### src/sv/tcgr_pkg.sv
// shared types, constants and functions of the text console glyph renderer
// no dependencies; imported by every module of the block
`default_nettype none

package tcgr_pkg;

    localparam int CELL_SIZE   = 8;
    localparam int FONT_CHARS  = 128;
    localparam int CELL_PIXELS = CELL_SIZE * CELL_SIZE;
    localparam int PIX_W       = $clog2(CELL_PIXELS);
    localparam int QUEUE_DEPTH = 2;

    localparam logic [7:0] CH_NEWLINE = 8'd10;
    localparam logic [7:0] GLYPH_MASK = 8'h7f;

    typedef enum logic [2:0] {
        REG_PITCH_BYTES    = 3'd0,
        REG_PIXEL_BYTES    = 3'd1,
        REG_TEXT_COLS      = 3'd2,
        REG_TEXT_ROWS      = 3'd3,
        REG_CHANNEL_SIZES  = 3'd4,
        REG_CHANNEL_SHIFTS = 3'd5
    } cfg_reg_t;

    localparam logic [15:0] PITCH_RESET  = 16'd4096;
    localparam logic [2:0]  PIXEL_RESET  = 3'd4;
    localparam logic [9:0]  COLS_RESET   = 10'd128;
    localparam logic [9:0]  ROWS_RESET   = 10'd96;
    localparam logic [11:0] SIZES_RESET  = 12'd2184;
    localparam logic [14:0] SHIFTS_RESET = 15'd16456;
    localparam logic [9:0]  CELLS_MAX    = 10'd512;

    typedef struct packed {
        logic [7:0]  ch;
        logic [23:0] fg_color;
        logic [23:0] bg_color;
    } in_item_t;

    typedef struct packed {
        logic        pixel_valid;
        logic [31:0] byte_offset;
        logic [31:0] pixel_value;
        logic        scroll_now;
        logic        last;
    } out_item_t;

    typedef struct packed {
        logic [15:0] pitch_bytes;
        logic [2:0]  pixel_bytes;
        logic [9:0]  text_cols;
        logic [9:0]  text_rows;
        logic [11:0] channel_sizes;
        logic [14:0] channel_shifts;
    } cfg_t;

    typedef struct packed {
        logic        draw;
        logic        scroll;
        logic [6:0]  glyph_idx;
        logic [31:0] fg;
        logic [31:0] bg;
        logic [27:0] line_base;
        logic [14:0] col_base;
    } cmd_t;

    typedef struct packed {
        logic full;
        logic empty;
    } q_status_t;

    typedef enum logic [1:0] {
        BK_IDLE,
        BK_DRAW,
        BK_SCROLL
    } bk_state_t;

    function automatic logic [9:0] clamp_cells(input logic [9:0] v);
        logic [9:0] r;
        if (v == 10'd0)
        begin
            r = 10'd1;
        end
        else if (v > CELLS_MAX)
        begin
            r = CELLS_MAX;
        end
        else
        begin
            r = v;
        end
        return r;
    endfunction

    function automatic logic [31:0] pack_channel(input logic [7:0] c8,
                                                 input logic [3:0] size,
                                                 input logic [4:0] pos);
        logic [7:0] v;
        v = (size < 4'd8) ? (c8 >> (4'd8 - size)) : c8;
        return 32'(v) << pos;
    endfunction

    function automatic logic [31:0] pack_rgb(input logic [23:0] rgb,
                                             input logic [11:0] sizes,
                                             input logic [14:0] shifts);
        return pack_channel(rgb[23:16], sizes[11:8], shifts[14:10])
             | pack_channel(rgb[15:8], sizes[7:4], shifts[9:5])
             | pack_channel(rgb[7:0], sizes[3:0], shifts[4:0]);
    endfunction

    // row 0 in the low byte
    function automatic logic [63:0] rows8(
        input logic [7:0] r0, input logic [7:0] r1, input logic [7:0] r2,
        input logic [7:0] r3, input logic [7:0] r4, input logic [7:0] r5,
        input logic [7:0] r6, input logic [7:0] r7);
        return {r7, r6, r5, r4, r3, r2, r1, r0};
    endfunction

    function automatic logic [63:0] font_glyph(input logic [6:0] idx);
        logic [63:0] g;
        case (idx)
            7'd33:  g = rows8(8'h18,8'h3C,8'h3C,8'h18,8'h18,8'h00,8'h18,8'h00);
            7'd34:  g = rows8(8'h36,8'h36,8'h00,8'h00,8'h00,8'h00,8'h00,8'h00);
            7'd35:  g = rows8(8'h36,8'h36,8'h7F,8'h36,8'h7F,8'h36,8'h36,8'h00);
            7'd36:  g = rows8(8'h0C,8'h3E,8'h03,8'h1E,8'h30,8'h1F,8'h0C,8'h00);
            7'd37:  g = rows8(8'h00,8'h63,8'h33,8'h18,8'h0C,8'h66,8'h63,8'h00);
            7'd38:  g = rows8(8'h1C,8'h36,8'h1C,8'h6E,8'h3B,8'h33,8'h6E,8'h00);
            7'd39:  g = rows8(8'h06,8'h06,8'h03,8'h00,8'h00,8'h00,8'h00,8'h00);
            7'd40:  g = rows8(8'h18,8'h0C,8'h06,8'h06,8'h06,8'h0C,8'h18,8'h00);
            7'd41:  g = rows8(8'h06,8'h0C,8'h18,8'h18,8'h18,8'h0C,8'h06,8'h00);
            7'd42:  g = rows8(8'h00,8'h66,8'h3C,8'hFF,8'h3C,8'h66,8'h00,8'h00);
            7'd43:  g = rows8(8'h00,8'h0C,8'h0C,8'h3F,8'h0C,8'h0C,8'h00,8'h00);
            7'd44:  g = rows8(8'h00,8'h00,8'h00,8'h00,8'h00,8'h0C,8'h0C,8'h06);
            7'd45:  g = rows8(8'h00,8'h00,8'h00,8'h3F,8'h00,8'h00,8'h00,8'h00);
            7'd46:  g = rows8(8'h00,8'h00,8'h00,8'h00,8'h00,8'h0C,8'h0C,8'h00);
            7'd47:  g = rows8(8'h60,8'h30,8'h18,8'h0C,8'h06,8'h03,8'h01,8'h00);
            7'd48:  g = rows8(8'h3E,8'h63,8'h73,8'h7B,8'h6F,8'h67,8'h3E,8'h00);
            7'd49:  g = rows8(8'h0C,8'h0E,8'h0C,8'h0C,8'h0C,8'h0C,8'h3F,8'h00);
            7'd50:  g = rows8(8'h1E,8'h33,8'h30,8'h1C,8'h06,8'h33,8'h3F,8'h00);
            7'd51:  g = rows8(8'h1E,8'h33,8'h30,8'h1C,8'h30,8'h33,8'h1E,8'h00);
            7'd52:  g = rows8(8'h38,8'h3C,8'h36,8'h33,8'h7F,8'h30,8'h78,8'h00);
            7'd53:  g = rows8(8'h3F,8'h03,8'h1F,8'h30,8'h30,8'h33,8'h1E,8'h00);
            7'd54:  g = rows8(8'h1C,8'h06,8'h03,8'h1F,8'h33,8'h33,8'h1E,8'h00);
            7'd55:  g = rows8(8'h3F,8'h33,8'h30,8'h18,8'h0C,8'h0C,8'h0C,8'h00);
            7'd56:  g = rows8(8'h1E,8'h33,8'h33,8'h1E,8'h33,8'h33,8'h1E,8'h00);
            7'd57:  g = rows8(8'h1E,8'h33,8'h33,8'h3E,8'h30,8'h18,8'h0E,8'h00);
            7'd58:  g = rows8(8'h00,8'h0C,8'h0C,8'h00,8'h00,8'h0C,8'h0C,8'h00);
            7'd59:  g = rows8(8'h00,8'h0C,8'h0C,8'h00,8'h00,8'h0C,8'h0C,8'h06);
            7'd60:  g = rows8(8'h18,8'h0C,8'h06,8'h03,8'h06,8'h0C,8'h18,8'h00);
            7'd61:  g = rows8(8'h00,8'h00,8'h3F,8'h00,8'h00,8'h3F,8'h00,8'h00);
            7'd62:  g = rows8(8'h06,8'h0C,8'h18,8'h30,8'h18,8'h0C,8'h06,8'h00);
            7'd63:  g = rows8(8'h1E,8'h33,8'h30,8'h18,8'h0C,8'h00,8'h0C,8'h00);
            7'd64:  g = rows8(8'h3E,8'h63,8'h7B,8'h7B,8'h7B,8'h03,8'h1E,8'h00);
            7'd65:  g = rows8(8'h0C,8'h1E,8'h33,8'h33,8'h3F,8'h33,8'h33,8'h00);
            7'd66:  g = rows8(8'h3F,8'h66,8'h66,8'h3E,8'h66,8'h66,8'h3F,8'h00);
            7'd67:  g = rows8(8'h3C,8'h66,8'h03,8'h03,8'h03,8'h66,8'h3C,8'h00);
            7'd68:  g = rows8(8'h1F,8'h36,8'h66,8'h66,8'h66,8'h36,8'h1F,8'h00);
            7'd69:  g = rows8(8'h7F,8'h46,8'h16,8'h1E,8'h16,8'h46,8'h7F,8'h00);
            7'd70:  g = rows8(8'h7F,8'h46,8'h16,8'h1E,8'h16,8'h06,8'h0F,8'h00);
            7'd71:  g = rows8(8'h3C,8'h66,8'h03,8'h03,8'h73,8'h66,8'h7C,8'h00);
            7'd72:  g = rows8(8'h33,8'h33,8'h33,8'h3F,8'h33,8'h33,8'h33,8'h00);
            7'd73:  g = rows8(8'h1E,8'h0C,8'h0C,8'h0C,8'h0C,8'h0C,8'h1E,8'h00);
            7'd74:  g = rows8(8'h78,8'h30,8'h30,8'h30,8'h33,8'h33,8'h1E,8'h00);
            7'd75:  g = rows8(8'h67,8'h66,8'h36,8'h1E,8'h36,8'h66,8'h67,8'h00);
            7'd76:  g = rows8(8'h0F,8'h06,8'h06,8'h06,8'h46,8'h66,8'h7F,8'h00);
            7'd77:  g = rows8(8'h63,8'h77,8'h7F,8'h7F,8'h6B,8'h63,8'h63,8'h00);
            7'd78:  g = rows8(8'h63,8'h67,8'h6F,8'h7B,8'h73,8'h63,8'h63,8'h00);
            7'd79:  g = rows8(8'h1C,8'h36,8'h63,8'h63,8'h63,8'h36,8'h1C,8'h00);
            7'd80:  g = rows8(8'h3F,8'h66,8'h66,8'h3E,8'h06,8'h06,8'h0F,8'h00);
            7'd81:  g = rows8(8'h1E,8'h33,8'h33,8'h33,8'h3B,8'h1E,8'h38,8'h00);
            7'd82:  g = rows8(8'h3F,8'h66,8'h66,8'h3E,8'h36,8'h66,8'h67,8'h00);
            7'd83:  g = rows8(8'h1E,8'h33,8'h07,8'h0E,8'h38,8'h33,8'h1E,8'h00);
            7'd84:  g = rows8(8'h3F,8'h2D,8'h0C,8'h0C,8'h0C,8'h0C,8'h1E,8'h00);
            7'd85:  g = rows8(8'h33,8'h33,8'h33,8'h33,8'h33,8'h33,8'h3F,8'h00);
            7'd86:  g = rows8(8'h33,8'h33,8'h33,8'h33,8'h33,8'h1E,8'h0C,8'h00);
            7'd87:  g = rows8(8'h63,8'h63,8'h63,8'h6B,8'h7F,8'h77,8'h63,8'h00);
            7'd88:  g = rows8(8'h63,8'h63,8'h36,8'h1C,8'h1C,8'h36,8'h63,8'h00);
            7'd89:  g = rows8(8'h33,8'h33,8'h33,8'h1E,8'h0C,8'h0C,8'h1E,8'h00);
            7'd90:  g = rows8(8'h7F,8'h63,8'h31,8'h18,8'h4C,8'h66,8'h7F,8'h00);
            7'd91:  g = rows8(8'h1E,8'h06,8'h06,8'h06,8'h06,8'h06,8'h1E,8'h00);
            7'd92:  g = rows8(8'h03,8'h06,8'h0C,8'h18,8'h30,8'h60,8'h40,8'h00);
            7'd93:  g = rows8(8'h1E,8'h18,8'h18,8'h18,8'h18,8'h18,8'h1E,8'h00);
            7'd94:  g = rows8(8'h08,8'h1C,8'h36,8'h63,8'h00,8'h00,8'h00,8'h00);
            7'd95:  g = rows8(8'h00,8'h00,8'h00,8'h00,8'h00,8'h00,8'h00,8'hFF);
            7'd96:  g = rows8(8'h0C,8'h0C,8'h18,8'h00,8'h00,8'h00,8'h00,8'h00);
            7'd97:  g = rows8(8'h00,8'h00,8'h1E,8'h30,8'h3E,8'h33,8'h6E,8'h00);
            7'd98:  g = rows8(8'h07,8'h06,8'h06,8'h3E,8'h66,8'h66,8'h3B,8'h00);
            7'd99:  g = rows8(8'h00,8'h00,8'h1E,8'h33,8'h03,8'h33,8'h1E,8'h00);
            7'd100: g = rows8(8'h38,8'h30,8'h30,8'h3E,8'h33,8'h33,8'h6E,8'h00);
            7'd101: g = rows8(8'h00,8'h00,8'h1E,8'h33,8'h3F,8'h03,8'h1E,8'h00);
            7'd102: g = rows8(8'h1C,8'h36,8'h06,8'h0F,8'h06,8'h06,8'h0F,8'h00);
            7'd103: g = rows8(8'h00,8'h00,8'h6E,8'h33,8'h33,8'h3E,8'h30,8'h1F);
            7'd104: g = rows8(8'h07,8'h06,8'h36,8'h6E,8'h66,8'h66,8'h67,8'h00);
            7'd105: g = rows8(8'h0C,8'h00,8'h0E,8'h0C,8'h0C,8'h0C,8'h1E,8'h00);
            7'd106: g = rows8(8'h30,8'h00,8'h30,8'h30,8'h30,8'h33,8'h33,8'h1E);
            7'd107: g = rows8(8'h07,8'h06,8'h66,8'h36,8'h1E,8'h36,8'h67,8'h00);
            7'd108: g = rows8(8'h0E,8'h0C,8'h0C,8'h0C,8'h0C,8'h0C,8'h1E,8'h00);
            7'd109: g = rows8(8'h00,8'h00,8'h33,8'h7F,8'h7F,8'h6B,8'h63,8'h00);
            7'd110: g = rows8(8'h00,8'h00,8'h1F,8'h33,8'h33,8'h33,8'h33,8'h00);
            7'd111: g = rows8(8'h00,8'h00,8'h1E,8'h33,8'h33,8'h33,8'h1E,8'h00);
            7'd112: g = rows8(8'h00,8'h00,8'h3B,8'h66,8'h66,8'h3E,8'h06,8'h0F);
            7'd113: g = rows8(8'h00,8'h00,8'h6E,8'h33,8'h33,8'h3E,8'h30,8'h78);
            7'd114: g = rows8(8'h00,8'h00,8'h3B,8'h6E,8'h66,8'h06,8'h0F,8'h00);
            7'd115: g = rows8(8'h00,8'h00,8'h3E,8'h03,8'h1E,8'h30,8'h1F,8'h00);
            7'd116: g = rows8(8'h08,8'h0C,8'h3E,8'h0C,8'h0C,8'h2C,8'h18,8'h00);
            7'd117: g = rows8(8'h00,8'h00,8'h33,8'h33,8'h33,8'h33,8'h6E,8'h00);
            7'd118: g = rows8(8'h00,8'h00,8'h33,8'h33,8'h33,8'h1E,8'h0C,8'h00);
            7'd119: g = rows8(8'h00,8'h00,8'h63,8'h6B,8'h7F,8'h7F,8'h36,8'h00);
            7'd120: g = rows8(8'h00,8'h00,8'h63,8'h36,8'h1C,8'h36,8'h63,8'h00);
            7'd121: g = rows8(8'h00,8'h00,8'h33,8'h33,8'h33,8'h3E,8'h30,8'h1F);
            7'd122: g = rows8(8'h00,8'h00,8'h3F,8'h19,8'h0C,8'h26,8'h3F,8'h00);
            7'd123: g = rows8(8'h38,8'h0C,8'h0C,8'h07,8'h0C,8'h0C,8'h38,8'h00);
            7'd124: g = rows8(8'h18,8'h18,8'h18,8'h00,8'h18,8'h18,8'h18,8'h00);
            7'd125: g = rows8(8'h07,8'h0C,8'h0C,8'h38,8'h0C,8'h0C,8'h07,8'h00);
            7'd126: g = rows8(8'h6E,8'h3B,8'h00,8'h00,8'h00,8'h00,8'h00,8'h00);
            default: g = 64'd0;
        endcase
        return g;
    endfunction

endpackage

`default_nettype wire

### src/sv/tcgr_queue.sv
// short command queue between the front end and the pixel generator
// depends on tcgr_pkg
`default_nettype none

module tcgr_queue #(
    parameter int DEPTH = tcgr_pkg::QUEUE_DEPTH
) (
    input  wire logic            clk,
    input  wire logic            rst_n,
    input  wire logic            push,
    input  wire tcgr_pkg::cmd_t  wr_cmd,
    input  wire logic            pop,
    output tcgr_pkg::cmd_t       rd_cmd,
    output tcgr_pkg::q_status_t  status
);
    import tcgr_pkg::*;

    localparam int PTR_W = (DEPTH > 1) ? $clog2(DEPTH) : 1;
    localparam int CNT_W = $clog2(DEPTH + 1);

    cmd_t             entry_reg [DEPTH];
    logic [PTR_W-1:0] wr_ptr_reg, wr_ptr_next;
    logic [PTR_W-1:0] rd_ptr_reg, rd_ptr_next;
    logic [CNT_W-1:0] count_reg, count_next;

    assign status.full  = (count_reg == CNT_W'(DEPTH));
    assign status.empty = (count_reg == '0);
    assign rd_cmd       = entry_reg[rd_ptr_reg];

    always_comb
    begin
        wr_ptr_next = wr_ptr_reg;
        rd_ptr_next = rd_ptr_reg;
        count_next  = count_reg;
        if (push)
        begin
            wr_ptr_next = (wr_ptr_reg == PTR_W'(DEPTH - 1)) ? '0 : wr_ptr_reg + 1'b1;
        end
        if (pop)
        begin
            rd_ptr_next = (rd_ptr_reg == PTR_W'(DEPTH - 1)) ? '0 : rd_ptr_reg + 1'b1;
        end
        if (push && !pop)
        begin
            count_next = count_reg + 1'b1;
        end
        else if (pop && !push)
        begin
            count_next = count_reg - 1'b1;
        end
    end

    always_ff @(posedge clk or negedge rst_n)
    begin
        if (!rst_n)
        begin
            wr_ptr_reg <= '0;
            rd_ptr_reg <= '0;
            count_reg  <= '0;
        end
        else
        begin
            wr_ptr_reg <= wr_ptr_next;
            rd_ptr_reg <= rd_ptr_next;
            count_reg  <= count_next;
        end
    end

    always_ff @(posedge clk)
    begin
        if (push)
        begin
            entry_reg[wr_ptr_reg] <= wr_cmd;
        end
    end

endmodule

`default_nettype wire

### config.mk
export PLATFORM = sky130hd
export DESIGN_NAME = tcgr_queue
export DESIGN_NICKNAME = d
export VERILOG_FILES = /design/src/sv/tcgr_pkg.sv /design/src/sv/tcgr_queue.sv
export SDC_FILE = /design/constraint.sdc
export NUM_CORES = 1
export LEC_CHECK = 0
export BUFFER_PORTS_ARGS = -buffer_cell sky130_fd_sc_hd__buf_2
export CAP_MARGIN = 20
export CORE_MARGIN = 2
export CORE_UTILIZATION = 56
export DETAILED_ROUTE_END_ITERATION = 10
export PLACE_DENSITY_LB_ADDON = 0.05
export SLEW_MARGIN = 5
export SYNTH_ARGS = -nofsm -noshare
export SYNTH_HDL_FRONTEND = slang
export SYNTH_SLANG_ARGS = --single-unit
export TNS_END_PERCENT = 50
### constraint.sdc
create_clock -name clk -period 14.8 [get_ports clk]
set_input_delay 2.96 -clock clk [delete_from_list [all_inputs] [get_ports clk]]
set_output_delay 2.96 -clock clk [all_outputs]
set_load 0.02 [all_outputs]
==> impl_metrics.ini <==
[timing]
clock-skew-final_ns = 0.0244
worst_pin_slew_ns = 0.944
grt_setup_unrepaired = no
finalMaxSlewViolations = 0
maximum_clock_frequency_mhz = 170
final-hold-violation-count = 0
finalSetupViolations = 0
total_negative_slack_for_setup_checks_ns = 0
finalWorstPathRequiredPeriod_ns = 5.90
period_share_pct = 39.9
final_critical_path_setup_slack_ns = 8.90
slew_headroom_pct = 37.0

[route]
routed-via-count = 4341
firstDrtPassIters = 4
routed_wl_um = 15800
dr.first_iter.drc_count = 252
wire_per_inst_um = 18.9
via_per_inst = 5.18
antenna_left = 0
drc = 0

[place]
preCtsSetupSlack_ns = 9.42
finalWeightedCongestion = 0.789
placedCellCount = 793
place_hpwl_um = 10300
port_buffers = 237
dpl-instance-area_um2 = 10000

[cts]
ctsHtreeMaxLevel = 1
tritoncts_num_sinks = 236
ctsResizeCount = 0
cts_post_setup_buffers_inserted = 0
numCtsBuffers = 24
clock-root-buffer = sky130_fd_sc_hd__clkbuf_16
cts_tree = built
cts_hold_buffers = 0
cts.reportedPaths.clkPinSlew_ns = 0.06
maximum_root_to_sink_buffer_count = 3
clock_insertion_delay_worst_skew_ns = 0.52

[final_layout]
final-instance-count-excl-fill = 838
utilization_pct = 71.6
final_cell_area_excluding_filler_cells_um2 = 10800
number_of_flip_flops_in_the_largest_register = 232
fin_nets = 752
final_layout_size_suffix_gt1_share_pct = 61.3
seqCellArea_um2 = 7070
multi_input_comb_area_um2 = 1510
syn_to_final_growth_pct = 25.1
count_of_fill_cells_added_during_filler_insertion = 1019

[worst_setup_path]
worstPathMaxFanout = 61
timing.reg2reg.worst_path_depth = 2
timing.critical_path.required_ns = 11.84
worst-endpoint-arrival_ns = 2.94
worst_flop_to_flop_path_startpoint = wr_ptr_reg
worstSetupStartpointType = flop
r2r-end = entry_reg[1][107]
reg2reg_setup_slack_ns = 12.48
cp-end-kind = output pin
worst-setup-path-type = reg2out

[global_routing]
overflow = 0
grt_first_pass_wirelength_um = 23100
grt_max_degree = 73
grt_usage_pct = 18.7
grt_antenna_before_repair = 2
first_global_vias = 4475

[logic_synthesis]
synth-async-reset-ratio_pct = 1.69
warning_count_from_the_yosys_run = 0
synth-main-ff-cell = sky130_fd_sc_hd__edfxtp_1
yosys.cell_types.count = 13
largest_cells_by_area_after_synthesis = sky130_fd_sc_hd__edfxtp_1 (80%), sky130_fd_sc_hd__mux2_2 (11%), sky130_fd_sc_hd__mux2_4 (5.2%)
postSynthAreaPerCell_um2 = 23.0
seq_area_frac_synth_pct = 81.5
synth.top_cell.area_share_pct = 80.4
mappedNetlistNets = 498
number_of_synthesized_register_bits = 236
netlist_instances = 377
synth_edf_count = 232
post_synth_most_frequent_cells = sky130_fd_sc_hd__edfxtp_1 (232), sky130_fd_sc_hd__mux2_2 (86), sky130_fd_sc_hd__mux2_4 (30)
yosys.cell_count.top_type = sky130_fd_sc_hd__edfxtp_1
synthDominantAreaCellType = sky130_fd_sc_hd__edfxtp_1
synth_area_um2 = 8670

[run_status]
result_of_the_run = finished clean

[floorplanning]
die-height_um = 128
initial_utilization_pct = 57.2
fp.dieArea_um2 = 16500
core_um2 = 15100
die_width_um = 128
core.rowCount = 45
pin_count = 238

[min_path]
hold_end = count_reg[1]
hold_path_depth = 1
hold_path_origin = count_reg[1]
holdCritPathClass = reg2reg

[power]
irDropWorstVdd_mv = 0.148
power.density_nw_per_um2 = 204
cellLeakagePower_nw = 4.21

[job]
max_cap_violations = 0
-- cells in the final DEF (no fill, tap or decap) --
cell type                      n
sky130_fd_sc_hd__nor2b_1       1
sky130_fd_sc_hd__buf_2       237
sky130_fd_sc_hd__clkinv_8      1
sky130_fd_sc_hd__mux2_4       30
sky130_fd_sc_hd__clkinv_1      5
sky130_fd_sc_hd__bufinv_16     3
sky130_fd_sc_hd__clkinvlp_4    2
sky130_fd_sc_hd__nor2b_4       1
sky130_fd_sc_hd__xor2_1        4
sky130_fd_sc_hd__edfxtp_1    232
sky130_fd_sc_hd__buf_4         4
sky130_fd_sc_hd__clkinv_2      7
sky130_fd_sc_hd__mux2_2       86
sky130_fd_sc_hd__clkbuf_16    25
sky130_fd_sc_hd__dfrtp_1       3
sky130_fd_sc_hd__and2_4        1
sky130_fd_sc_hd__ha_1          1
sky130_fd_sc_hd__nor2_1        2
sky130_fd_sc_hd__clkbuf_1      1
sky130_fd_sc_hd__inv_1         1
sky130_fd_sc_hd__dfrtp_4       1
sky130_fd_sc_hd__xnor2_1       1
sky130_fd_sc_hd__diode_2       1
-- per-layer routing --
metal / part of all wire, % / up-vias / GRT usage, % / wire [um]
met5: 0.12 / - / 0 / 19
li1: - / 2019 / - / -
met3: 8.5 / 46 / 6.32 / 1350
met4: 4.1 / 2 / 8.34 / 641
met2: 50 / 167 / 31.9 / 7970
met1: 37 / 2107 / 21.5 / 5830
-- worst max-delay path by stage --
stage / from / endpoint / slack (ns) / depth (start not counted)
after detailed placement: rd_ptr_reg / rd_cmd[6] / 9.42 / 3
after CTS: rd_ptr_reg / rd_cmd[15] / 8.84 / 3
after floorplan: push / entry_reg[0][0] / 6.20 / 1
after global placement: rd_ptr_reg / rd_cmd[26] / 9.46 / 3
final: rd_ptr_reg / rd_cmd[6] / 8.90 / 3
after global routing: rd_ptr_reg / rd_cmd[108] / 8.75 / 3
-- metrics by stage --
stage | hold WS, ns | power (mW)
floorplan | 0.455 | 1.45
global placement | 0.473 | 1.62
detailed placement | 0.479 | 1.63
CTS | 0.494 | 2.24
global route | 0.501 | 2.31
finish | 0.491 | 2.21
-- worst max-delay path, stage by stage, from the launching register on --
cell and delay (ns):
sky130_fd_sc_hd__dfrtp_4 0.94, sky130_fd_sc_hd__buf_4 0.81, sky130_fd_sc_hd__mux2_2 0.42, sky130_fd_sc_hd__buf_2 0.16
-- cell type report --
cell class	count	area share [%]
Clock buffer	26	5.80
Clock inverter	18	1.62
Multi-Input combinational cell	127	13.9
Sequential cell	236	65.2
Antenna cell	1	0.0231
Inverter	1	0.0346
Tap cell	188	2.17
Timing Repair Buffer	241	11.2
-- logic make-up (layout without fill, tap and decap cells) --
kind of cell / after synthesis / in the layout / synth area share, %
XOR/XNOR: 5 / 5 / 0.505
adder cells (fa/ha/maj): 1 / 1 / 0.144
buffers and inverters: 14 / 286 / 1.15
flip-flops: 236 / 236 / 81.5
multiplexers: 116 / 116 / 16.4
other: 0 / 1 / 0
AND/OR/NAND/NOR: 5 / 5 / 0.303
-- where the power goes --
part | leakage [nW] | total [mW] | switching, mW | internal, mW
logic | 1.59 | 0.658 | 0.380 | 0.278
clock network | 0.394 | 0.600 | 0.240 | 0.360
registers | 2.22 | 0.952 | 0.0634 | 0.889
(Power assumes the default switching activity.)
