**config.mk**
```make
export PLATFORM = sky130hd
export DESIGN_NAME = tcgr_front
export DESIGN_NICKNAME = d
export VERILOG_FILES = /design/src/sv/tcgr_pkg.sv /design/src/sv/tcgr_front.sv
export SDC_FILE = /design/constraint.sdc
export NUM_CORES = 1
export LEC_CHECK = 0
export ABC_CLOCK_PERIOD_IN_PS = 10000
export BUFFER_PORTS_ARGS = -buffer_cell sky130_fd_sc_hd__buf_4
export CAP_MARGIN = 20
export CORE_ASPECT_RATIO = 0.9
export CORE_UTILIZATION = 54
export CTS_BUF_LIST = sky130_fd_sc_hd__clkbuf_4 sky130_fd_sc_hd__clkbuf_8
export DETAILED_ROUTE_END_ITERATION = 12
export HOLD_SLACK_MARGIN = 0.1
export PLACE_DENSITY = 0.84
export SLEW_MARGIN = 20
export SYNTH_ARGS = -nofsm -noshare
export SYNTH_HDL_FRONTEND = slang
export SYNTH_SLANG_ARGS = --single-unit
export TNS_END_PERCENT = 30
```
**constraint.sdc**
```tcl
create_clock -name clk -period 10 [get_ports clk]
set_clock_uncertainty 0.1 [all_clocks]
set_input_delay 3 -clock clk [delete_from_list [all_inputs] [get_ports clk]]
set_output_delay 3 -clock clk [all_outputs]
set_load 0.02 [all_outputs]
```
**src/sv/tcgr_pkg.sv**
```systemverilog
// shared types, constants and functions of the text console glyph renderer
// no dependencies; imported by every module of the block
`default_nettype none

package tcgr_pkg;

    localparam int CELL_SIZE   = 8;
    localparam int FONT_CHARS  = 128;
    localparam int CELL_PIXELS = CELL_SIZE * CELL_SIZE;
    localparam int PIX_W       = $clog2(CELL_PIXELS);
    localparam int QUEUE_DEPTH = 2;

    localparam logic [7:0] CH_NEWLINE = 8'd10;
    localparam logic [7:0] GLYPH_MASK = 8'h7f;

    typedef enum logic [2:0] {
        REG_PITCH_BYTES    = 3'd0,
        REG_PIXEL_BYTES    = 3'd1,
        REG_TEXT_COLS      = 3'd2,
        REG_TEXT_ROWS      = 3'd3,
        REG_CHANNEL_SIZES  = 3'd4,
        REG_CHANNEL_SHIFTS = 3'd5
    } cfg_reg_t;

    localparam logic [15:0] PITCH_RESET  = 16'd4096;
    localparam logic [2:0]  PIXEL_RESET  = 3'd4;
    localparam logic [9:0]  COLS_RESET   = 10'd128;
    localparam logic [9:0]  ROWS_RESET   = 10'd96;
    localparam logic [11:0] SIZES_RESET  = 12'd2184;
    localparam logic [14:0] SHIFTS_RESET = 15'd16456;
    localparam logic [9:0]  CELLS_MAX    = 10'd512;

    typedef struct packed {
        logic [7:0]  ch;
        logic [23:0] fg_color;
        logic [23:0] bg_color;
    } in_item_t;

    typedef struct packed {
        logic        pixel_valid;
        logic [31:0] byte_offset;
        logic [31:0] pixel_value;
        logic        scroll_now;
        logic        last;
    } out_item_t;

    typedef struct packed {
        logic [15:0] pitch_bytes;
        logic [2:0]  pixel_bytes;
        logic [9:0]  text_cols;
        logic [9:0]  text_rows;
        logic [11:0] channel_sizes;
        logic [14:0] channel_shifts;
    } cfg_t;

    typedef struct packed {
        logic        draw;
        logic        scroll;
        logic [6:0]  glyph_idx;
        logic [31:0] fg;
        logic [31:0] bg;
        logic [27:0] line_base;
        logic [14:0] col_base;
    } cmd_t;

    typedef struct packed {
        logic full;
        logic empty;
    } q_status_t;

    typedef enum logic [1:0] {
        BK_IDLE,
        BK_DRAW,
        BK_SCROLL
    } bk_state_t;

    function automatic logic [9:0] clamp_cells(input logic [9:0] v);
        logic [9:0] r;
        if (v == 10'd0)
        begin
            r = 10'd1;
        end
        else if (v > CELLS_MAX)
        begin
            r = CELLS_MAX;
        end
        else
        begin
            r = v;
        end
        return r;
    endfunction

    function automatic logic [31:0] pack_channel(input logic [7:0] c8,
                                                 input logic [3:0] size,
                                                 input logic [4:0] pos);
        logic [7:0] v;
        v = (size < 4'd8) ? (c8 >> (4'd8 - size)) : c8;
        return 32'(v) << pos;
    endfunction

    function automatic logic [31:0] pack_rgb(input logic [23:0] rgb,
                                             input logic [11:0] sizes,
                                             input logic [14:0] shifts);
        return pack_channel(rgb[23:16], sizes[11:8], shifts[14:10])
             | pack_channel(rgb[15:8], sizes[7:4], shifts[9:5])
             | pack_channel(rgb[7:0], sizes[3:0], shifts[4:0]);
    endfunction

    // row 0 in the low byte
    function automatic logic [63:0] rows8(
        input logic [7:0] r0, input logic [7:0] r1, input logic [7:0] r2,
        input logic [7:0] r3, input logic [7:0] r4, input logic [7:0] r5,
        input logic [7:0] r6, input logic [7:0] r7);
        return {r7, r6, r5, r4, r3, r2, r1, r0};
    endfunction

    function automatic logic [63:0] font_glyph(input logic [6:0] idx);
        logic [63:0] g;
        case (idx)
            7'd33:  g = rows8(8'h18,8'h3C,8'h3C,8'h18,8'h18,8'h00,8'h18,8'h00);
            7'd34:  g = rows8(8'h36,8'h36,8'h00,8'h00,8'h00,8'h00,8'h00,8'h00);
            7'd35:  g = rows8(8'h36,8'h36,8'h7F,8'h36,8'h7F,8'h36,8'h36,8'h00);
            7'd36:  g = rows8(8'h0C,8'h3E,8'h03,8'h1E,8'h30,8'h1F,8'h0C,8'h00);
            7'd37:  g = rows8(8'h00,8'h63,8'h33,8'h18,8'h0C,8'h66,8'h63,8'h00);
            7'd38:  g = rows8(8'h1C,8'h36,8'h1C,8'h6E,8'h3B,8'h33,8'h6E,8'h00);
            7'd39:  g = rows8(8'h06,8'h06,8'h03,8'h00,8'h00,8'h00,8'h00,8'h00);
            7'd40:  g = rows8(8'h18,8'h0C,8'h06,8'h06,8'h06,8'h0C,8'h18,8'h00);
            7'd41:  g = rows8(8'h06,8'h0C,8'h18,8'h18,8'h18,8'h0C,8'h06,8'h00);
            7'd42:  g = rows8(8'h00,8'h66,8'h3C,8'hFF,8'h3C,8'h66,8'h00,8'h00);
            7'd43:  g = rows8(8'h00,8'h0C,8'h0C,8'h3F,8'h0C,8'h0C,8'h00,8'h00);
            7'd44:  g = rows8(8'h00,8'h00,8'h00,8'h00,8'h00,8'h0C,8'h0C,8'h06);
            7'd45:  g = rows8(8'h00,8'h00,8'h00,8'h3F,8'h00,8'h00,8'h00,8'h00);
            7'd46:  g = rows8(8'h00,8'h00,8'h00,8'h00,8'h00,8'h0C,8'h0C,8'h00);
            7'd47:  g = rows8(8'h60,8'h30,8'h18,8'h0C,8'h06,8'h03,8'h01,8'h00);
            7'd48:  g = rows8(8'h3E,8'h63,8'h73,8'h7B,8'h6F,8'h67,8'h3E,8'h00);
            7'd49:  g = rows8(8'h0C,8'h0E,8'h0C,8'h0C,8'h0C,8'h0C,8'h3F,8'h00);
            7'd50:  g = rows8(8'h1E,8'h33,8'h30,8'h1C,8'h06,8'h33,8'h3F,8'h00);
            7'd51:  g = rows8(8'h1E,8'h33,8'h30,8'h1C,8'h30,8'h33,8'h1E,8'h00);
            7'd52:  g = rows8(8'h38,8'h3C,8'h36,8'h33,8'h7F,8'h30,8'h78,8'h00);
            7'd53:  g = rows8(8'h3F,8'h03,8'h1F,8'h30,8'h30,8'h33,8'h1E,8'h00);
            7'd54:  g = rows8(8'h1C,8'h06,8'h03,8'h1F,8'h33,8'h33,8'h1E,8'h00);
            7'd55:  g = rows8(8'h3F,8'h33,8'h30,8'h18,8'h0C,8'h0C,8'h0C,8'h00);
            7'd56:  g = rows8(8'h1E,8'h33,8'h33,8'h1E,8'h33,8'h33,8'h1E,8'h00);
            7'd57:  g = rows8(8'h1E,8'h33,8'h33,8'h3E,8'h30,8'h18,8'h0E,8'h00);
            7'd58:  g = rows8(8'h00,8'h0C,8'h0C,8'h00,8'h00,8'h0C,8'h0C,8'h00);
            7'd59:  g = rows8(8'h00,8'h0C,8'h0C,8'h00,8'h00,8'h0C,8'h0C,8'h06);
            7'd60:  g = rows8(8'h18,8'h0C,8'h06,8'h03,8'h06,8'h0C,8'h18,8'h00);
            7'd61:  g = rows8(8'h00,8'h00,8'h3F,8'h00,8'h00,8'h3F,8'h00,8'h00);
            7'd62:  g = rows8(8'h06,8'h0C,8'h18,8'h30,8'h18,8'h0C,8'h06,8'h00);
            7'd63:  g = rows8(8'h1E,8'h33,8'h30,8'h18,8'h0C,8'h00,8'h0C,8'h00);
            7'd64:  g = rows8(8'h3E,8'h63,8'h7B,8'h7B,8'h7B,8'h03,8'h1E,8'h00);
            7'd65:  g = rows8(8'h0C,8'h1E,8'h33,8'h33,8'h3F,8'h33,8'h33,8'h00);
            7'd66:  g = rows8(8'h3F,8'h66,8'h66,8'h3E,8'h66,8'h66,8'h3F,8'h00);
            7'd67:  g = rows8(8'h3C,8'h66,8'h03,8'h03,8'h03,8'h66,8'h3C,8'h00);
            7'd68:  g = rows8(8'h1F,8'h36,8'h66,8'h66,8'h66,8'h36,8'h1F,8'h00);
            7'd69:  g = rows8(8'h7F,8'h46,8'h16,8'h1E,8'h16,8'h46,8'h7F,8'h00);
            7'd70:  g = rows8(8'h7F,8'h46,8'h16,8'h1E,8'h16,8'h06,8'h0F,8'h00);
            7'd71:  g = rows8(8'h3C,8'h66,8'h03,8'h03,8'h73,8'h66,8'h7C,8'h00);
            7'd72:  g = rows8(8'h33,8'h33,8'h33,8'h3F,8'h33,8'h33,8'h33,8'h00);
            7'd73:  g = rows8(8'h1E,8'h0C,8'h0C,8'h0C,8'h0C,8'h0C,8'h1E,8'h00);
            7'd74:  g = rows8(8'h78,8'h30,8'h30,8'h30,8'h33,8'h33,8'h1E,8'h00);
            7'd75:  g = rows8(8'h67,8'h66,8'h36,8'h1E,8'h36,8'h66,8'h67,8'h00);
            7'd76:  g = rows8(8'h0F,8'h06,8'h06,8'h06,8'h46,8'h66,8'h7F,8'h00);
            7'd77:  g = rows8(8'h63,8'h77,8'h7F,8'h7F,8'h6B,8'h63,8'h63,8'h00);
            7'd78:  g = rows8(8'h63,8'h67,8'h6F,8'h7B,8'h73,8'h63,8'h63,8'h00);
            7'd79:  g = rows8(8'h1C,8'h36,8'h63,8'h63,8'h63,8'h36,8'h1C,8'h00);
            7'd80:  g = rows8(8'h3F,8'h66,8'h66,8'h3E,8'h06,8'h06,8'h0F,8'h00);
            7'd81:  g = rows8(8'h1E,8'h33,8'h33,8'h33,8'h3B,8'h1E,8'h38,8'h00);
            7'd82:  g = rows8(8'h3F,8'h66,8'h66,8'h3E,8'h36,8'h66,8'h67,8'h00);
            7'd83:  g = rows8(8'h1E,8'h33,8'h07,8'h0E,8'h38,8'h33,8'h1E,8'h00);
            7'd84:  g = rows8(8'h3F,8'h2D,8'h0C,8'h0C,8'h0C,8'h0C,8'h1E,8'h00);
            7'd85:  g = rows8(8'h33,8'h33,8'h33,8'h33,8'h33,8'h33,8'h3F,8'h00);
            7'd86:  g = rows8(8'h33,8'h33,8'h33,8'h33,8'h33,8'h1E,8'h0C,8'h00);
            7'd87:  g = rows8(8'h63,8'h63,8'h63,8'h6B,8'h7F,8'h77,8'h63,8'h00);
            7'd88:  g = rows8(8'h63,8'h63,8'h36,8'h1C,8'h1C,8'h36,8'h63,8'h00);
            7'd89:  g = rows8(8'h33,8'h33,8'h33,8'h1E,8'h0C,8'h0C,8'h1E,8'h00);
            7'd90:  g = rows8(8'h7F,8'h63,8'h31,8'h18,8'h4C,8'h66,8'h7F,8'h00);
            7'd91:  g = rows8(8'h1E,8'h06,8'h06,8'h06,8'h06,8'h06,8'h1E,8'h00);
            7'd92:  g = rows8(8'h03,8'h06,8'h0C,8'h18,8'h30,8'h60,8'h40,8'h00);
            7'd93:  g = rows8(8'h1E,8'h18,8'h18,8'h18,8'h18,8'h18,8'h1E,8'h00);
            7'd94:  g = rows8(8'h08,8'h1C,8'h36,8'h63,8'h00,8'h00,8'h00,8'h00);
            7'd95:  g = rows8(8'h00,8'h00,8'h00,8'h00,8'h00,8'h00,8'h00,8'hFF);
            7'd96:  g = rows8(8'h0C,8'h0C,8'h18,8'h00,8'h00,8'h00,8'h00,8'h00);
            7'd97:  g = rows8(8'h00,8'h00,8'h1E,8'h30,8'h3E,8'h33,8'h6E,8'h00);
            7'd98:  g = rows8(8'h07,8'h06,8'h06,8'h3E,8'h66,8'h66,8'h3B,8'h00);
            7'd99:  g = rows8(8'h00,8'h00,8'h1E,8'h33,8'h03,8'h33,8'h1E,8'h00);
            7'd100: g = rows8(8'h38,8'h30,8'h30,8'h3E,8'h33,8'h33,8'h6E,8'h00);
            7'd101: g = rows8(8'h00,8'h00,8'h1E,8'h33,8'h3F,8'h03,8'h1E,8'h00);
            7'd102: g = rows8(8'h1C,8'h36,8'h06,8'h0F,8'h06,8'h06,8'h0F,8'h00);
            7'd103: g = rows8(8'h00,8'h00,8'h6E,8'h33,8'h33,8'h3E,8'h30,8'h1F);
            7'd104: g = rows8(8'h07,8'h06,8'h36,8'h6E,8'h66,8'h66,8'h67,8'h00);
            7'd105: g = rows8(8'h0C,8'h00,8'h0E,8'h0C,8'h0C,8'h0C,8'h1E,8'h00);
            7'd106: g = rows8(8'h30,8'h00,8'h30,8'h30,8'h30,8'h33,8'h33,8'h1E);
            7'd107: g = rows8(8'h07,8'h06,8'h66,8'h36,8'h1E,8'h36,8'h67,8'h00);
            7'd108: g = rows8(8'h0E,8'h0C,8'h0C,8'h0C,8'h0C,8'h0C,8'h1E,8'h00);
            7'd109: g = rows8(8'h00,8'h00,8'h33,8'h7F,8'h7F,8'h6B,8'h63,8'h00);
            7'd110: g = rows8(8'h00,8'h00,8'h1F,8'h33,8'h33,8'h33,8'h33,8'h00);
            7'd111: g = rows8(8'h00,8'h00,8'h1E,8'h33,8'h33,8'h33,8'h1E,8'h00);
            7'd112: g = rows8(8'h00,8'h00,8'h3B,8'h66,8'h66,8'h3E,8'h06,8'h0F);
            7'd113: g = rows8(8'h00,8'h00,8'h6E,8'h33,8'h33,8'h3E,8'h30,8'h78);
            7'd114: g = rows8(8'h00,8'h00,8'h3B,8'h6E,8'h66,8'h06,8'h0F,8'h00);
            7'd115: g = rows8(8'h00,8'h00,8'h3E,8'h03,8'h1E,8'h30,8'h1F,8'h00);
            7'd116: g = rows8(8'h08,8'h0C,8'h3E,8'h0C,8'h0C,8'h2C,8'h18,8'h00);
            7'd117: g = rows8(8'h00,8'h00,8'h33,8'h33,8'h33,8'h33,8'h6E,8'h00);
            7'd118: g = rows8(8'h00,8'h00,8'h33,8'h33,8'h33,8'h1E,8'h0C,8'h00);
            7'd119: g = rows8(8'h00,8'h00,8'h63,8'h6B,8'h7F,8'h7F,8'h36,8'h00);
            7'd120: g = rows8(8'h00,8'h00,8'h63,8'h36,8'h1C,8'h36,8'h63,8'h00);
            7'd121: g = rows8(8'h00,8'h00,8'h33,8'h33,8'h33,8'h3E,8'h30,8'h1F);
            7'd122: g = rows8(8'h00,8'h00,8'h3F,8'h19,8'h0C,8'h26,8'h3F,8'h00);
            7'd123: g = rows8(8'h38,8'h0C,8'h0C,8'h07,8'h0C,8'h0C,8'h38,8'h00);
            7'd124: g = rows8(8'h18,8'h18,8'h18,8'h00,8'h18,8'h18,8'h18,8'h00);
            7'd125: g = rows8(8'h07,8'h0C,8'h0C,8'h38,8'h0C,8'h0C,8'h07,8'h00);
            7'd126: g = rows8(8'h6E,8'h3B,8'h00,8'h00,8'h00,8'h00,8'h00,8'h00);
            default: g = 64'd0;
        endcase
        return g;
    endfunction

endpackage

`default_nettype wire

```
**src/sv/tcgr_front.sv**
```systemverilog
// front end: accepts characters, keeps the text cursor, builds draw and scroll commands
// depends on tcgr_pkg
`default_nettype none

module tcgr_front (
    input  wire logic                clk,
    input  wire logic                rst_n,
    input  wire tcgr_pkg::cfg_t      cfg,
    input  wire logic                in_valid,
    output logic                     in_stall,
    input  wire tcgr_pkg::in_item_t  in_item,
    input  wire tcgr_pkg::q_status_t q_status,
    output logic                     push,
    output tcgr_pkg::cmd_t           cmd
);
    import tcgr_pkg::*;

    logic [8:0] col_reg, col_next;
    logic [8:0] line_reg, line_next;
    logic [9:0] cols_eff, rows_eff, col_inc, line_new;
    logic       accept, newline, wrap, scroll;

    assign in_stall = q_status.full;
    assign accept   = in_valid && !q_status.full;
    assign newline  = (in_item.ch == CH_NEWLINE);
    assign cols_eff = clamp_cells(cfg.text_cols);
    assign rows_eff = clamp_cells(cfg.text_rows);
    assign col_inc  = {1'b0, col_reg} + 10'd1;
    assign wrap     = newline || (col_inc >= cols_eff);

    always_comb
    begin
        col_next  = wrap ? 9'd0 : col_inc[8:0];
        line_new  = {1'b0, line_reg} + {9'd0, wrap};
        scroll    = (line_new >= rows_eff);
        line_next = scroll ? 9'(rows_eff - 10'd1) : line_new[8:0];
    end

    always_comb
    begin
        cmd.draw      = !newline;
        cmd.scroll    = scroll;
        cmd.glyph_idx = 7'(in_item.ch & GLYPH_MASK);
        cmd.fg        = pack_rgb(in_item.fg_color, cfg.channel_sizes, cfg.channel_shifts);
        cmd.bg        = pack_rgb(in_item.bg_color, cfg.channel_sizes, cfg.channel_shifts);
        cmd.line_base = {line_reg, 3'b000} * cfg.pitch_bytes;
        cmd.col_base  = 15'({col_reg, 3'b000} * cfg.pixel_bytes);
        push          = accept && (!newline || scroll);
    end

    always_ff @(posedge clk or negedge rst_n)
    begin
        if (!rst_n)
        begin
            col_reg  <= '0;
            line_reg <= '0;
        end
        else if (accept)
        begin
            col_reg  <= col_next;
            line_reg <= line_next;
        end
    end

endmodule

`default_nettype wire

```
==> flow_metrics.tcl, run 1 <==
set metrics [dict create \
    status "complete, but fails checks" \
    violations "setup timing" \
    use_met1_pct 52.9 \
    cts_hold_buffers 0 \
    drive_gt1_share_pct 26.2 \
    root_buffer "clkbuf_8" \
    layout.cells.non_filler 2266 \
    synth.ff_latch_count 18 \
    viasPerCell 6.49 \
    drv_slew 0 \
    relSlewSlack_pct 38.4 \
    ys.flop_type "dfrtp_1" \
    final_area_um2 15600 \
    rr_worst_depth 24 \
    setup_viol 15 \
    worst_skew_pair.late_latency_ns 0.26 \
    multi_input_area_um2 11400 \
    start_kind "input port" \
    place_ws_ns -0.629 \
    wl_per_cell_um 22.4 \
    synth_cells 1732 \
    die_width_um 163 \
    wl_um 50700 \
    die_area_um2 24000 \
    clkTransAtPathRegs_ns 0.06 \
    ys_seq_area_share_pct 3.57 \
    r2r_end "line_reg[7]$_DFFE_PN0P_" \
    yosysUniqueCellTypes 90 \
    io_pins 245 \
    use_met2_pct 67.1 \
    core_area_um2 22700 \
    crit_type "in2out" \
    grt_first_pass_wirelength_um 76800 \
    syn_area_um2 12600 \
    synth-edff-count 0 \
    tightest_slew_ns 0.923 \
    cts_max_level 1 \
    firstDrtPassIters 8 \
    synthXorXnorAreaFrac_pct 3.12 \
    hold_path_class "reg2reg" \
    ant_nets 0 \
    synthAdderAreaFrac_pct 25.2 \
    synth_largest_area_cell "fa_1" \
    n_fill_cell 1796 \
    finalSetupTns_ns -6.12 \
    synth_most_common_cell "nand2_1" \
    cts_made_buffers 3 \
    worstHoldStart "col_reg[8]$_DFFE_PN0P_" \
    muxShareOfSynthArea_pct 10.6 \
    yosys_warnings 0 \
    initial_core_util_pct 55.6 \
    rsz0062_at_grt "true" \
    final_net_count 2288 \
    setup_slack_ns -0.651 \
    synth_top_family_by_area "adder cells" \
    drv_cap 0 \
    clock_path_buffers 2 \
    synth-simple-area-share_pct 23.3 \
    clock-sinks 18 \
    numPortBuffers 237 \
    gp_congestion 1.04 \
    grt_max_degree 40 \
    synthTopCellsByCount "nand2_1, inv_1, nor2_1" \
    cts_tree "built" \
    hold_viol 0 \
    remaining_drc_errors 0 \
    met3_usage_pct 6.69 \
    yosys.area.top_type_share_pct 17.0 \
    max_freq_mhz 93.9 \
    dpl_cell_area_um2 15000 \
    synthArstFlopShare_pct 100 \
    diodes 0 \
    grt_busiest_layer "met2" \
    area_growth_pct 24.0 \
    grt_pass1_vias 14400 \
    critPathLaunch "cfg[52]" \
    r2r_setup_slack_ns 4.66 \
    crit_path_end "cmd[42]" \
    avgSynthCellArea_um2 7.28 \
    hpwl_um 38100 \
    drt_iter0_markers 1842 \
    yosys-top-cells-area "fa_1, ha_1, nand2_1, mux2i_1, inv_1" \
    gr-total-overflow 0 \
    cp_max_fo 7 \
    rr_startpoint "col_reg[0]$_DFFE_PN0P_" \
    final.min_clock_period_ns 10.65 \
    place_inst 2246 \
    arrival_ns 7.55 \
    vias 14700 \
    antenna_found_initial 0 \
    grt_usage_pct 40.7 \
    end_kind "output port" \
    row_count 52 \
    fin_crit_sh_pct 107 \
    regArea_um2 450 \
    die_h_um 147 \
    synth_compound_area_share_pct 24.6 \
    cp_data_required_time_ns 6.90 \
]
worst max-delay path, cell delays in order:
cell,delay [ns]
buf_4,0.16
nand2_1,0.11
fa_1,0.57
fa_2,0.50
fa_1,0.56
inv_2,0.04
fa_1,0.45
ha_2,0.19
or3_4,0.36
o211ai_1,0.38
a31oi_1,0.19
nor2_2,0.24
o21ai_2,0.10
nor2b_4,0.15
o31ai_4,0.25
xnor2_2,0.14
buf_4,0.15
per-layer routing:
layer  vias up  part of all wire, %  wire, µm
met5         -                    0         0
li1       6530                    -         -
met4         0                  4.9      2510
met3       203                  9.7      4910
met1      7057                   39     19900
met2       924                   46     23400
per-stage QoR:
step / utilization, % / hold WS (ns)
floorplan: - / 0.428
global placement: 66.2 / 0.470
detailed placement: 66.2 / 0.495
CTS: 68.0 / 0.511
global route: 68.9 / 0.563
finish: 68.9 / 0.508
worst min path at each step:
| stage | to | slack, ns | depth (start not counted) |
|---|---|---|---|
| final | col_reg[8]$_DFFE_PN0P_ | 0.51 | 2 |
| after floorplan | col_reg[8]$_DFFE_PN0P_ | 0.43 | 2 |
| after detailed placement | col_reg[8]$_DFFE_PN0P_ | 0.50 | 2 |
| after global routing | col_reg[8]$_DFFE_PN0P_ | 0.56 | 2 |
| after global placement | col_reg[8]$_DFFE_PN0P_ | 0.47 | 2 |
| after CTS | col_reg[8]$_DFFE_PN0P_ | 0.51 | 2 |
what timing repair did:
action / in CTS / in global routing
setup buffers: 13 / 4
gates resized for setup: 57 / 48
setup endpoints to repair: 14 / 16
pin swaps: 30 / 47
layout make-up:
cell class | instances | area share [%]
Clock buffer | 3 | 0.264
Inverter | 168 | 4.03
Multi-Input combinational cell | 1429 | 73.0
Sequential cell | 18 | 2.88
Tap cell | 297 | 2.38
Timing Repair Buffer | 351 | 17.4
logic make-up after synthesis:
family / after synthesis
simple gates: 637
other cells: 1
mux: 114
xor+xnor: 45
compound gates: 437
buf+inv: 290
fa+ha+maj: 190
flops: 18
layout by cell type (no fill, tap or decap), types with 14 or more instances in the layout:
cell type and instances:
mux2_2 33, a21o_1 17, dfrtp_1 18, xnor2_1 23
nand3_1 31, inv_1 150, a21oi_1 55, fa_1 102
o21ai_0 74, a22oi_1 27, and2_1 73, nor3_1 27
mux2i_1 66, o221ai_1 19, nand2_1 257, o22ai_1 31
nor2b_1 19, nand2b_1 15, nor4_1 15, o211ai_1 21
buf_4 338, a211oi_1 15, ha_1 73, xor2_1 14
nor2_1 126
Power of run 1 is not shown: default switching activity piles up to over one toggle a cycle in this logic, so the estimate is an artifact.
==> run 2: changes to the inputs <==
MAX_ROUTING_LAYER = met4   (was unset)
==> run 2 against run 1 <==
  * The flow still finishes with violations (setup timing)
  * Sequential cell count unchanged
  * Non-clock buffer count down 15
  * Global-route usage up 0.59 points
  * Critical path depth up 2
  * Clock-buffer cell count grew 1
  * Maximum frequency is 2.0% higher
  * Design area about the same
  * Critical endpoint unchanged
  * First-iteration DRC count shrank 7.0%
==> flow_metrics.tcl, run 2 (same netlist as run 1, synthesis figures left out) <==
set metrics [dict create \
    status "complete, but fails checks" \
    violations "setup timing" \
    wl_um 50100 \
    drt_iter0_markers 1713 \
    ant_nets 0 \
    cts_max_level 1 \
    final.min_clock_period_ns 10.44 \
    final_net_count 2273 \
    rsz0062_at_grt "true" \
    numPortBuffers 237 \
    arrival_ns 7.34 \
    die_h_um 147 \
    antenna_found_initial 1 \
    fin_crit_sh_pct 104 \
    gp_congestion 1.07 \
    setup_slack_ns -0.441 \
    die_width_um 163 \
    layout_commonest_cell "buf_4" \
    area_growth_pct 23.9 \
    clock-sinks 18 \
    cts_tree "built" \
    firstDrtPassIters 6 \
    cts_hold_buffers 0 \
    max_freq_mhz 95.8 \
    hold_viol 0 \
    remaining_drc_errors 0 \
    relSlewSlack_pct 36.5 \
    io_pins 245 \
    tightest_slew_ns 0.952 \
    wl_per_cell_um 22.3 \
    clkTransAtPathRegs_ns 0.07 \
    die_area_um2 24000 \
    start_kind "input port" \
    critPathLaunch "cfg[58]" \
    setup_viol 14 \
    grt_usage_pct 41.2 \
    final_cell_mix "buf_4, nand2_1, inv_1" \
    worst_skew_pair.late_latency_ns 0.26 \
    rr_startpoint "col_reg[0]$_DFFE_PN0P_" \
    viasPerCell 6.52 \
    finish.utilization_pct 68.8 \
    cp_data_required_time_ns 6.90 \
    clock_path_buffers 2 \
    grt_first_pass_wirelength_um 76000 \
    cp_max_fo 6 \
    cts_made_buffers 3 \
    drive_gt1_share_pct 25.9 \
    grt_max_degree 40 \
    core_area_um2 22700 \
    drv_slew 0 \
    initial_core_util_pct 55.6 \
    drv_cap 0 \
    crit_type "in2out" \
    row_count 52 \
    vias 14700 \
    grt_pass1_vias 14400 \
    hpwl_um 37800 \
    gr-total-overflow 0 \
    hold_path_class "reg2reg" \
    place_ws_ns -0.605 \
    finalSetupTns_ns -3.52 \
    end_kind "output port" \
    root_buffer "clkbuf_8" \
    worstHoldStart "col_reg[8]$_DFFE_PN0P_" \
]
==> run 2: cell count changes in the layout (fill, tap and decap cells not counted), sizes merged <==
cell / previous run / this run
buf: 351 / 335
clkbuf: 3 / 5
diode: 0 / 1
==> run 2: worst paths after layout <==
kind	endpoint	slack [ns]	cells after the start
worst max register to register	line_reg[7]$_DFFE_PN0P_	4.84	23
max in group asynchronous	line_reg[1]$_DFFE_PN0P_	7.09	1
min in group asynchronous	line_reg[7]$_DFFE_PN0P_	2.50	1
worst max-delay path	cmd[42]	-0.44	19
worst min-delay path	col_reg[8]$_DFFE_PN0P_	0.51	2
worst min register to register	col_reg[8]$_DFFE_PN0P_	0.51	2
==> run 2: what timing repair did <==
item | in CTS | in global routing
endpoints found under the hold margin | 0 | 0
setup buffers | 6 | 2
setup endpoints to repair | 15 | 15
cloned | 0 | 1
resized for setup | 65 | 54
pin swaps | 42 | 57
==> run 2: metrics by stage <==
| stage | instance area [µm²] | instances | hold slack (ns) |
|---|---|---|---|
| after floorplan | 12800 | 1737 | 0.428 |
| after global placement | 15000 | 2239 | 0.465 |
| after detailed placement | 15000 | 2239 | 0.482 |
| after CTS | 15400 | 2249 | 0.504 |
| after global routing | 15600 | 2253 | 0.583 |
| final | 15600 | 2253 | 0.513 |
==> run 2: layer usage <==
layer / GRT usage (%) / part of all wire (%) / vias to the layer above
li1: - / - / 6523
met1: 53.5 / 39 / 6947
met2: 64.3 / 46 / 1000
met3: 5.76 / 10 / 219
met4: 17.5 / 5.4 / 0
met5: - / 0 / -
==> run 2: layout make-up <==
type / instances / area [µm²]
multi-input cells: 1429 / 11500
diodes: 1 / 2.50
well taps: 297 / 372
clock buffers: 4 / 55.1
flip-flops and latches: 18 / 450
fillers: 1803 / 7080
inverters: 168 / 631
repair buffers: 336 / 2650
==> run 2: worst max-delay path, stage by stage <==
cell	delay, ns
buf_6	0.13
nand2_4	0.07
fa_1	0.54
inv_1	0.06
fa_1	0.52
inv_2	0.05
fa_1	0.49
inv_1	0.05
fa_1	0.44
ha_2	0.21
or3_4	0.39
o211ai_1	0.32
a31oi_4	0.17
nor2_4	0.19
o21ai_2	0.09
nor2b_4	0.15
o31ai_4	0.20
xnor2_2	0.14
buf_4	0.15
Power of run 2 is left out for the same reason.
